**config.mk**
```make
export PLATFORM = sky130hd
export DESIGN_NAME = neighbour_presence_table_flat
export DESIGN_NICKNAME = d
export VERILOG_FILES = /design/src/rtl/core/npt_pkg.sv /design/src/rtl/core/npt_ifs.sv /design/src/rtl/core/npt_entry_ram.sv /design/src/rtl/core/npt_cmp_unit.sv /design/src/rtl/core/neighbour_presence_table.sv /design/src/flat_wrapper.sv
export VERILOG_INCLUDE_DIRS = /design/src /design/src/rtl/core
export SDC_FILE = /design/constraint.sdc
export NUM_CORES = 2
export LEC_CHECK = 0
export BUFFER_PORTS_ARGS = -buffer_cell sky130_fd_sc_hd__buf_4
export CAP_MARGIN = 20
export CORE_MARGIN = 2
export CORE_UTILIZATION = 55
export DETAILED_ROUTE_END_ITERATION = 12
export PLACE_DENSITY = 0.72
export SYNTH_ARGS = -nofsm -noshare
export SYNTH_HDL_FRONTEND = slang
export SYNTH_SLANG_ARGS = --single-unit
```
**constraint.sdc**
```tcl
create_clock -name clk -period 10.25 [get_ports clk]
set_input_delay 1.5375 -clock clk [delete_from_list [all_inputs] [get_ports clk]]
set_output_delay 1.5375 -clock clk [all_outputs]
set_load 0.01 [all_outputs]
```
**src/rtl/core/neighbour_presence_table_defines.svh**
```systemverilog
// Assertion macros shared by the neighbour presence table RTL.
`ifndef NEIGHBOUR_PRESENCE_TABLE_DEFINES_SVH
`define NEIGHBOUR_PRESENCE_TABLE_DEFINES_SVH

// Same-cycle implication, sampled on clk and disabled during reset.
`define NPT_ASSERT_SAME(label, ante, cons, msg) \
    label: assert property (@(posedge clk) disable iff (!rst_n) (ante) |-> (cons)) \
        else $error(msg);

// Next-cycle implication, sampled on clk and disabled during reset.
`define NPT_ASSERT_NEXT(label, ante, cons, msg) \
    label: assert property (@(posedge clk) disable iff (!rst_n) (ante) |=> (cons)) \
        else $error(msg);

`endif

```
**src/rtl/core/npt_pkg.sv**
```systemverilog
// Package with types, codes and reset values of the neighbour presence table.
`timescale 1ns / 1ps

package npt_pkg;

    localparam int NPT_MAX_ENTRIES = 8;
    localparam int CFG_IDX_W       = 3;

    typedef enum logic [2:0] {
        EV_NONE     = 3'd0,
        EV_INSERTED = 3'd1,
        EV_DETECT   = 3'd2,
        EV_ABSENT   = 3'd3,
        EV_FULL     = 3'd4
    } event_t;

    typedef enum logic [CFG_IDX_W-1:0] {
        REG_RSSI_THRESHOLD  = 3'd0,
        REG_DETECT_TICKS    = 3'd1,
        REG_RESEND_TICKS    = 3'd2,
        REG_ABSENT_TICKS    = 3'd3,
        REG_EXPECTED_LENGTH = 3'd4
    } cfg_reg_t;

    localparam logic signed [7:0] RST_RSSI_THRESHOLD  = -8'sd65;
    localparam logic [31:0]       RST_DETECT_TICKS    = 32'd256;
    localparam logic [31:0]       RST_RESEND_TICKS    = 32'd3840;
    localparam logic [31:0]       RST_ABSENT_TICKS    = 32'd1280;
    localparam logic [15:0]       RST_EXPECTED_LENGTH = 16'd12;

    typedef struct packed {
        logic [31:0] id;
        logic [31:0] near_since;
        logic [31:0] away_since;
        logic [31:0] last_report;
    } entry_t;

endpackage

```
**src/rtl/core/npt_ifs.sv**
```systemverilog
// Channel interfaces of the neighbour presence table: beacons, results and configuration.
`timescale 1ns / 1ps

interface npt_beacon_if;
    logic               valid;
    logic               ready;
    logic [15:0]        packet_length;
    logic [31:0]        neighbour_id;
    logic [63:0]        sender_address;
    logic signed [7:0]  rssi;
    logic [31:0]        now;

    modport source (
        output valid, packet_length, neighbour_id, sender_address, rssi, now,
        input  ready
    );
    modport sink (
        input  valid, packet_length, neighbour_id, sender_address, rssi, now,
        output ready
    );
endinterface

interface npt_result_if;
    logic        valid;
    logic        ready;
    logic [2:0]  event_res;
    logic [2:0]  entry_index;
    logic [31:0] event_time;
    logic [63:0] reply_address;
    logic [31:0] reported_id;

    modport source (
        output valid, event_res, entry_index, event_time, reply_address, reported_id,
        input  ready
    );
    modport sink (
        input  valid, event_res, entry_index, event_time, reply_address, reported_id,
        output ready
    );
endinterface

interface npt_cfg_if import npt_pkg::*; ();
    logic                 valid;
    logic                 ready;
    logic [CFG_IDX_W-1:0] index;
    logic [31:0]          data;

    modport source (
        output valid, index, data,
        input  ready
    );
    modport sink (
        input  valid, index, data,
        output ready
    );
endinterface

```
**src/rtl/core/npt_entry_ram.sv**
```systemverilog
// Neighbour entry memory with one write port and one registered read port.
`timescale 1ns / 1ps

module npt_entry_ram import npt_pkg::*; #(
    parameter int DEPTH = NPT_MAX_ENTRIES,
    localparam int AW = (DEPTH > 1) ? $clog2(DEPTH) : 1
) (
    input  logic          clk,
    input  logic          we,
    input  logic [AW-1:0] waddr,
    input  entry_t        wdata,
    input  logic [AW-1:0] raddr,
    output entry_t        rdata
);

    entry_t mem [DEPTH];
    entry_t rdata_reg;

    always_ff @(posedge clk)
    begin
        if (we)
        begin
            mem[waddr] <= wdata;
        end
        rdata_reg <= mem[raddr];
    end

    assign rdata = rdata_reg;

endmodule

```
**src/rtl/core/npt_cmp_unit.sv**
```systemverilog
// Shared unit that registers whether a wrapping time difference reaches a limit.
`timescale 1ns / 1ps

module npt_cmp_unit (
    input  logic        clk,
    input  logic [31:0] a,
    input  logic [31:0] b,
    input  logic [31:0] lim,
    output logic        ge
);

    logic [31:0] diff;
    logic        ge_reg;

    assign diff = a - b;

    always_ff @(posedge clk)
    begin
        ge_reg <= (diff >= lim);
    end

    assign ge = ge_reg;

endmodule

```
**src/rtl/core/neighbour_presence_table.sv**
```systemverilog
// Top level of the neighbour presence table.
`timescale 1ns / 1ps
`include "neighbour_presence_table_defines.svh"

// One beacon is handled at a time. After acceptance the entry memory is scanned
// one entry per cycle until the neighbour is found or the filled entries run out;
// a beacon of the wrong length skips the scan. The entry memory has one write port
// and one registered read port, and a found entry makes two passes through one
// shared subtract-and-compare unit. The result sits in an output register, so the
// next beacon is taken while it waits. Configuration writes are taken in every cycle.
module neighbour_presence_table import npt_pkg::*; #(
    parameter int MAX_ENTRIES = NPT_MAX_ENTRIES
) (
    input  logic clk,
    input  logic rst_n,
    npt_beacon_if.sink   beacon,
    npt_result_if.source result,
    npt_cfg_if.sink      cfg
);

    localparam int IDX_W = (MAX_ENTRIES > 1) ? $clog2(MAX_ENTRIES) : 1;
    localparam int CNT_W = $clog2(MAX_ENTRIES + 1);
    localparam int EXT_W = (IDX_W >= 3) ? IDX_W : 3;

    typedef enum logic [7:0] {
        S_IDLE  = 8'b0000_0001,
        S_SCAN  = 8'b0000_0010,
        S_MISS  = 8'b0000_0100,
        S_FIX   = 8'b0000_1000,
        S_CMP_A = 8'b0001_0000,
        S_CMP_B = 8'b0010_0000,
        S_WB    = 8'b0100_0000,
        S_DONE  = 8'b1000_0000
    } state_t;

    state_t            state_reg, state_next;
    logic [CNT_W-1:0]  count_reg, count_next;
    logic [IDX_W-1:0]  scan_reg, scan_next;
    logic [IDX_W-1:0]  slot_reg, slot_next;
    logic              out_valid_reg, out_valid_next;

    logic signed [7:0] thresh_reg;
    logic [31:0]       detect_reg;
    logic [31:0]       resend_reg;
    logic [31:0]       absent_reg;
    logic [15:0]       length_reg;

    logic              near_reg, near_next;
    logic [31:0]       id_reg, id_next;
    logic [63:0]       addr_reg, addr_next;
    logic [31:0]       now_reg, now_next;
    entry_t            entry_reg, entry_next;
    logic              cmp_a_reg, cmp_a_next;

    event_t            res_event_reg, res_event_next;
    logic [2:0]        res_index_reg, res_index_next;
    logic [31:0]       res_time_reg, res_time_next;
    logic [63:0]       res_addr_reg, res_addr_next;
    logic [31:0]       res_id_reg, res_id_next;

    event_t            out_event_reg;
    logic [2:0]        out_index_reg;
    logic [31:0]       out_time_reg;
    logic [63:0]       out_addr_reg;
    logic [31:0]       out_id_reg;
    logic              out_load;

    logic              ram_we;
    logic [IDX_W-1:0]  ram_waddr;
    entry_t            ram_wdata;
    logic [IDX_W-1:0]  ram_raddr;
    entry_t            ram_rdata;

    logic [31:0]       cmp_a_in, cmp_b_in, cmp_lim;
    logic              cmp_ge;

    logic [EXT_W-1:0]  slot_wide, count_wide;

    assign slot_wide  = EXT_W'(slot_reg);
    assign count_wide = EXT_W'(count_reg);

    npt_entry_ram #(
        .DEPTH (MAX_ENTRIES)
    ) u_ram (
        .clk   (clk),
        .we    (ram_we),
        .waddr (ram_waddr),
        .wdata (ram_wdata),
        .raddr (ram_raddr),
        .rdata (ram_rdata)
    );

    npt_cmp_unit u_cmp (
        .clk (clk),
        .a   (cmp_a_in),
        .b   (cmp_b_in),
        .lim (cmp_lim),
        .ge  (cmp_ge)
    );

    assign beacon.ready = (state_reg == S_IDLE);
    assign cfg.ready    = 1'b1;

    always_comb
    begin
        state_next     = state_reg;
        count_next     = count_reg;
        scan_next      = scan_reg;
        slot_next      = slot_reg;
        near_next      = near_reg;
        id_next        = id_reg;
        addr_next      = addr_reg;
        now_next       = now_reg;
        entry_next     = entry_reg;
        cmp_a_next     = cmp_a_reg;
        res_event_next = res_event_reg;
        res_index_next = res_index_reg;
        res_time_next  = res_time_reg;
        res_addr_next  = res_addr_reg;
        res_id_next    = res_id_reg;
        out_load       = 1'b0;
        ram_we         = 1'b0;
        ram_waddr      = slot_reg;
        ram_wdata      = entry_reg;
        ram_raddr      = '0;
        cmp_a_in       = now_reg;
        cmp_b_in       = entry_reg.last_report;
        cmp_lim        = resend_reg;

        case (state_reg)
            S_IDLE:
            begin
                if (beacon.valid)
                begin
                    id_next        = beacon.neighbour_id;
                    addr_next      = beacon.sender_address;
                    now_next       = beacon.now;
                    near_next      = (beacon.rssi > thresh_reg);
                    scan_next      = '0;
                    res_event_next = EV_NONE;
                    res_index_next = '0;
                    res_time_next  = '0;
                    res_addr_next  = '0;
                    res_id_next    = '0;
                    if (beacon.packet_length != length_reg)
                    begin
                        state_next = S_DONE;
                    end
                    else if (count_reg == '0)
                    begin
                        state_next = S_MISS;
                    end
                    else
                    begin
                        state_next = S_SCAN;
                    end
                end
            end
            S_SCAN:
            begin
                if (ram_rdata.id == id_reg)
                begin
                    slot_next  = scan_reg;
                    entry_next = ram_rdata;
                    state_next = S_FIX;
                end
                else if (CNT_W'(scan_reg) + CNT_W'(1) == count_reg)
                begin
                    state_next = S_MISS;
                end
                else
                begin
                    scan_next = IDX_W'(scan_reg + 1'b1);
                    ram_raddr = IDX_W'(scan_reg + 1'b1);
                end
            end
            S_MISS:
            begin
                res_id_next = id_reg;
                if (count_reg == CNT_W'(MAX_ENTRIES))
                begin
                    res_event_next = EV_FULL;
                end
                else
                begin
                    ram_we                = 1'b1;
                    ram_waddr             = IDX_W'(count_reg);
                    ram_wdata.id          = id_reg;
                    ram_wdata.near_since  = near_reg ? now_reg : 32'd0;
                    ram_wdata.away_since  = near_reg ? 32'd0 : now_reg;
                    ram_wdata.last_report = 32'd0;
                    count_next            = count_reg + CNT_W'(1);
                    res_event_next        = EV_INSERTED;
                    res_index_next        = count_wide[2:0];
                end
                state_next = S_DONE;
            end
            S_FIX:
            begin
                if (near_reg)
                begin
                    if (entry_reg.near_since == 32'd0)
                    begin
                        entry_next.near_since  = now_reg;
                        entry_next.last_report = 32'd0;
                    end
                end
                else if (entry_reg.away_since == 32'd0)
                begin
                    entry_next.away_since = now_reg;
                end
                state_next = S_CMP_A;
            end
            S_CMP_A:
            begin
                cmp_b_in   = near_reg ? entry_reg.near_since : entry_reg.away_since;
                cmp_lim    = near_reg ? detect_reg : absent_reg;
                state_next = S_CMP_B;
            end
            S_CMP_B:
            begin
                cmp_a_next = cmp_ge;
                state_next = S_WB;
            end
            S_WB:
            begin
                ram_we = 1'b1;
                if (near_reg)
                begin
                    if (cmp_a_reg && (entry_reg.last_report == 32'd0 || cmp_ge))
                    begin
                        ram_wdata.last_report = now_reg;
                        res_event_next        = EV_DETECT;
                        res_index_next        = slot_wide[2:0];
                        res_time_next         = entry_reg.near_since;
                        res_addr_next         = addr_reg;
                        res_id_next           = id_reg;
                    end
                end
                else if (cmp_a_reg && entry_reg.near_since != 32'd0
                         && entry_reg.away_since != 32'd0)
                begin
                    ram_wdata.near_since = 32'd0;
                    ram_wdata.away_since = 32'd0;
                    res_event_next       = EV_ABSENT;
                    res_index_next       = slot_wide[2:0];
                    res_time_next        = entry_reg.away_since;
                    res_id_next          = id_reg;
                end
                state_next = S_DONE;
            end
            S_DONE:
            begin
                if (!out_valid_reg || result.ready)
                begin
                    out_load   = 1'b1;
                    state_next = S_IDLE;
                end
            end
            default:
            begin
                state_next = S_IDLE;
            end
        endcase

        if (out_load)
        begin
            out_valid_next = 1'b1;
        end
        else if (result.ready)
        begin
            out_valid_next = 1'b0;
        end
        else
        begin
            out_valid_next = out_valid_reg;
        end
    end

    always_ff @(posedge clk or negedge rst_n)
    begin
        if (!rst_n)
        begin
            state_reg     <= S_IDLE;
            count_reg     <= '0;
            scan_reg      <= '0;
            out_valid_reg <= 1'b0;
            thresh_reg    <= RST_RSSI_THRESHOLD;
            detect_reg    <= RST_DETECT_TICKS;
            resend_reg    <= RST_RESEND_TICKS;
            absent_reg    <= RST_ABSENT_TICKS;
            length_reg    <= RST_EXPECTED_LENGTH;
        end
        else
        begin
            state_reg     <= state_next;
            count_reg     <= count_next;
            scan_reg      <= scan_next;
            out_valid_reg <= out_valid_next;
            if (cfg.valid)
            begin
                case (cfg.index)
                    REG_RSSI_THRESHOLD:  thresh_reg <= $signed(cfg.data[7:0]);
                    REG_DETECT_TICKS:    detect_reg <= cfg.data;
                    REG_RESEND_TICKS:    resend_reg <= cfg.data;
                    REG_ABSENT_TICKS:    absent_reg <= cfg.data;
                    REG_EXPECTED_LENGTH: length_reg <= cfg.data[15:0];
                    default:             ;
                endcase
            end
        end
    end

    always_ff @(posedge clk)
    begin
        slot_reg      <= slot_next;
        near_reg      <= near_next;
        id_reg        <= id_next;
        addr_reg      <= addr_next;
        now_reg       <= now_next;
        entry_reg     <= entry_next;
        cmp_a_reg     <= cmp_a_next;
        res_event_reg <= res_event_next;
        res_index_reg <= res_index_next;
        res_time_reg  <= res_time_next;
        res_addr_reg  <= res_addr_next;
        res_id_reg    <= res_id_next;
        if (out_load)
        begin
            out_event_reg <= res_event_reg;
            out_index_reg <= res_index_reg;
            out_time_reg  <= res_time_reg;
            out_addr_reg  <= res_addr_reg;
            out_id_reg    <= res_id_reg;
        end
    end

    assign result.valid         = out_valid_reg;
    assign result.event_res     = out_event_reg;
    assign result.entry_index   = out_index_reg;
    assign result.event_time    = out_time_reg;
    assign result.reply_address = out_addr_reg;
    assign result.reported_id   = out_id_reg;

    `NPT_ASSERT_SAME(a_count_bound, 1'b1, count_reg <= CNT_W'(MAX_ENTRIES), "Entry count beyond table depth.")
    `NPT_ASSERT_SAME(a_scan_range, state_reg == S_SCAN, CNT_W'(scan_reg) < count_reg, "Scan beyond filled entries.")
    `NPT_ASSERT_NEXT(a_full_count, (state_reg == S_MISS) && (count_reg == CNT_W'(MAX_ENTRIES)), count_reg == $past(count_reg), "Full table changed its count.")
    `NPT_ASSERT_NEXT(a_event_cmp, (state_reg == S_WB) && !cmp_a_reg, (res_event_reg != EV_DETECT) && (res_event_reg != EV_ABSENT), "Event without elapsed time.")

endmodule

```
**src/flat_wrapper.sv**
```systemverilog
// flat-port wrapper written by rule: the top's interface ports become plain ports
module neighbour_presence_table_flat import npt_pkg::*;
#(
    parameter int MAX_ENTRIES = NPT_MAX_ENTRIES
)
  (clk, rst_n, beacon_valid, beacon_packet_length, beacon_neighbour_id, beacon_sender_address, beacon_rssi, beacon_now, beacon_ready, result_valid, result_event_res, result_entry_index, result_event_time, result_reply_address, result_reported_id, result_ready, cfg_valid, cfg_index, cfg_data, cfg_ready);
  npt_beacon_if beacon_i ();
  npt_result_if result_i ();
  npt_cfg_if cfg_i ();
  input  logic clk;
  input  logic rst_n;
  input wire logic [$bits(beacon_i.valid)-1:0] beacon_valid;
  input wire logic [$bits(beacon_i.packet_length)-1:0] beacon_packet_length;
  input wire logic [$bits(beacon_i.neighbour_id)-1:0] beacon_neighbour_id;
  input wire logic [$bits(beacon_i.sender_address)-1:0] beacon_sender_address;
  input wire logic [$bits(beacon_i.rssi)-1:0] beacon_rssi;
  input wire logic [$bits(beacon_i.now)-1:0] beacon_now;
  output wire logic [$bits(beacon_i.ready)-1:0] beacon_ready;
  output wire logic [$bits(result_i.valid)-1:0] result_valid;
  output wire logic [$bits(result_i.event_res)-1:0] result_event_res;
  output wire logic [$bits(result_i.entry_index)-1:0] result_entry_index;
  output wire logic [$bits(result_i.event_time)-1:0] result_event_time;
  output wire logic [$bits(result_i.reply_address)-1:0] result_reply_address;
  output wire logic [$bits(result_i.reported_id)-1:0] result_reported_id;
  input wire logic [$bits(result_i.ready)-1:0] result_ready;
  input wire logic [$bits(cfg_i.valid)-1:0] cfg_valid;
  input wire logic [$bits(cfg_i.index)-1:0] cfg_index;
  input wire logic [$bits(cfg_i.data)-1:0] cfg_data;
  output wire logic [$bits(cfg_i.ready)-1:0] cfg_ready;
  assign beacon_i.valid = beacon_valid;
  assign beacon_i.packet_length = beacon_packet_length;
  assign beacon_i.neighbour_id = beacon_neighbour_id;
  assign beacon_i.sender_address = beacon_sender_address;
  assign beacon_i.rssi = beacon_rssi;
  assign beacon_i.now = beacon_now;
  assign beacon_ready = beacon_i.ready;
  assign result_valid = result_i.valid;
  assign result_event_res = result_i.event_res;
  assign result_entry_index = result_i.entry_index;
  assign result_event_time = result_i.event_time;
  assign result_reply_address = result_i.reply_address;
  assign result_reported_id = result_i.reported_id;
  assign result_i.ready = result_ready;
  assign cfg_i.valid = cfg_valid;
  assign cfg_i.index = cfg_index;
  assign cfg_i.data = cfg_data;
  assign cfg_ready = cfg_i.ready;
  neighbour_presence_table #(.MAX_ENTRIES(MAX_ENTRIES)) u_core (.clk(clk), .rst_n(rst_n), .beacon(beacon_i), .result(result_i), .cfg(cfg_i));
endmodule
```
==> results.tsv <==
metric	value	unit
status	finished clean	
max_stage_delay	0.60	ns
slew_headroom	28.5	%
synth_cell_types	89	
yosysTopAreaCell	edfxtp_1	
ios	329	
holdCritPathClass	register to register	
initial_core_util	55.4	%
port_buffers	327	
cts.sinks	1818	
crit_required	10.97	ns
cts_hold_buf	0	
cts_made_buffers	176	
crit_path_end_kind	register	
multi_input_area	16200	µm²
drv_slew	0	
share_comb_of_total_power	2.3	%
netlist.area_leader.share	66.9	%
ant_nets	0	
antenna_found_initial	2	
switchingPower	0.00297	W
clk_pin_slew	0.07	ns
dieArea	130000	µm²
die_w	360	µm
cts-root-buf	clkbuf_16	
largest_reg_flops	1024	
critPathMaxFanout	56	
route.detailed.drc	0	
synth_edf_count	1553	
design_area	80000	µm²
drt-total-wl	169000	µm
drv_cap	0	
nets	4651	
leakage	24.9	nW
seq_area	52600	µm²
fin_skew	0.0282	ns
htreeDepth	4	
synthCells	4032	
synth_common_cells	1,553 x edfxtp_1, 376 x mux2_2, 236 x a222oi_1	
drt_iter0_markers	4976	
cts_setup_buffers	0	
synth_seq_cells	1818	
finalHoldViolations	0	
utilization	63.6	%
pwr-share-clk	44.0	%
p_total	0.0151	W
synth_nets	4300	
drt_first_pass_iters	6	
internal_power	0.0121	W
synth_seq_area_share	75.5	%
clk_path_buf_depth	3	
crit_family	simple AND/OR/NAND/NOR gates	
startpoint_type	register	
grt_util_all_layers	25.8	%
switching_share	19.7	%
num_vias	38600	
grt_overflow	0	
grt_max_degree	145	
cts_tree	done	
clk_latency	0.80	ns
gp_congestion	0.896	
max_freq	0.167	GHz
core	126000	µm²
crit_type	register to register	
setup_viol_count_final	0	
grt_pass1_wl	250000	µm
dp.cells	5854	
cp_common_cell	a21oi_1	
n_fill_cell	8645	
drive_above_1_share	24.3	%
synthArstFlopShare	7.48	%
cp_slowest_cell	or4b_1	
synth_area_leaders	edfxtp_1 67%, mux2_2 6.1%, dfrtp_1 4.3%, dfxtp_1 3.7%, a222oi_1 3.4%	
post_cts_resized	0	
post-synth-top-count-cell	edfxtp_1	
tightest_slew	1.07	ns
dpl-instance-area	74000	µm²
detailed_place_hpwl	95600	µm
wl_per_cell	27.4	µm
syn_area_per_cell	17.3	µm²
pwr-share-seq	53.7	%
crit_arrival	6.70	ns
worstPathCellList	or4_1 > nor3_1 > nand3b_1 > buf_4 > nor2_1 > a21oi_1 > ha_1 > o211ai_1 > a21oi_1 > nor4_1 > or4b_1 > a21bo_2 > a21oi_1 > mux2i_1 > o2111ai_1 > ha_1 > nand4_1 > or3_1 > nor3_1 > a221oi_1 > o221a_2 > o21ai_0	
rows	130	
synth_area	69700	µm²
grt_setup_unrepaired	false	
grt_pass1_vias	39000	
antennaDiodeCount	0	
min_period	5.98	ns
viasPerCell	6.24	
area_growth	14.8	%
critPathBufInv	1	
die_h	360	µm
stdcell_count	6184	
powerDensity	189	nW/µm²
vdd_drop_max	0.000202	V
period_share	58.3	%
yosys_warnings	0	
synthFlopType	edfxtp_1	
-- layout by cell type (no fill, tap or decap), drive strengths merged, types with 17 or more instances in the layout --
cell    count
a21o       31
a21oi     108
a222oi    236
a22o      102
and2      134
buf       391
bufinv     22
clkbuf    224
clkinv     71
dfrtp     119
dfstp      17
dfxtp     129
edfxtp   1553
ha         75
inv        34
mux2      384
mux2i     183
nand2     203
nand4      24
nor2      155
nor3       17
nor4       38
o21ai      39
xnor2      36
xor2       42
-- stage by stage --
step,worst slack (ns),setup TNS [ns],hold slack [ns]
2_1_floorplan,-0.982,-489.24,0.400
3_3_place_gp,4.56,0,0.401
3_5_place_dp,4.41,0,0.405
4_1_cts,4.37,0,0.403
5_1_grt,3.86,0,0.409
6_report,4.27,0,0.402
-- kinds of logic after synthesis --
| group | synth area share (%) |
|---|---|
| other cells | 0.00538 |
| simple gates | 4.54 |
| fa+ha+maj | 1.37 |
| flops | 75.5 |
| mux | 8.83 |
| buf+inv | 1.57 |
| compound gates | 7.18 |
| xor+xnor | 0.980 |
-- worst paths after layout --
kind | startpoint | endpoint | slack (ns) | cells past startpoint
worst max-delay path | u_core.state_reg[2] | u_core.u_cmp.ge | 4.27 | 22
worst min-delay path | u_core.res_addr_reg[63] | u_core.result.reply_address[63] | 0.40 | 0
worst max register to register | u_core.state_reg[2] | u_core.u_cmp.ge | 4.27 | 22
worst min register to register | u_core.res_addr_reg[63] | u_core.result.reply_address[63] | 0.40 | 0
max in group asynchronous | rst_n | u_core.scan_reg[0] | 8.02 | 2
min in group asynchronous | rst_n | u_core.length_reg[0] | 0.76 | 1
-- area by class of cell --
class	instances	area share, %
Sequential cell	1818	65.8
Multi-Input combinational cell	1967	20.2
Clock buffer	224	6.02
Timing Repair Buffer	391	3.81
Tap cell	1650	2.58
Clock inverter	105	1.47
Inverter	29	0.136
-- worst register-to-register path: stages, from the launching register on --
cell and delay, ns:
dfrtp_1 0.44, or4_1 0.56, nor3_1 0.21, nand3b_1 0.27, buf_4 0.38, nor2_1 0.22, a21oi_1 0.05, ha_1 0.36
o211ai_1 0.11, a21oi_1 0.26, nor4_1 0.12, or4b_1 0.60, a21bo_2 0.25, a21oi_1 0.32, mux2i_1 0.23, o2111ai_1 0.14
ha_1 0.32, nand4_1 0.09, or3_1 0.34, nor3_1 0.30, a221oi_1 0.14, o221a_2 0.14, o21ai_0 0.06
-- power by group through the flow --
stage	sequential (W)	combinational [W]	clock, W
global route	0.00810	0.000386	0.00702
CTS	0.00809	0.000358	0.00673
finish	0.00810	0.000354	0.00664
global placement	0.00824	0.000346	0
detailed placement	0.00825	0.000354	0
floorplan	0.00823	0.000199	0
-- routing by layer --
metal	share of wire [%]	global-route usage, %	up-vias
li1	-	-	16800
met3	8.9	5.46	286
met4	3.0	8.93	2
met2	48	41.9	1903
met5	0.0059	0	-
met1	40	34.9	19600
No activity file was read; power rests on OpenSTA's default activity.
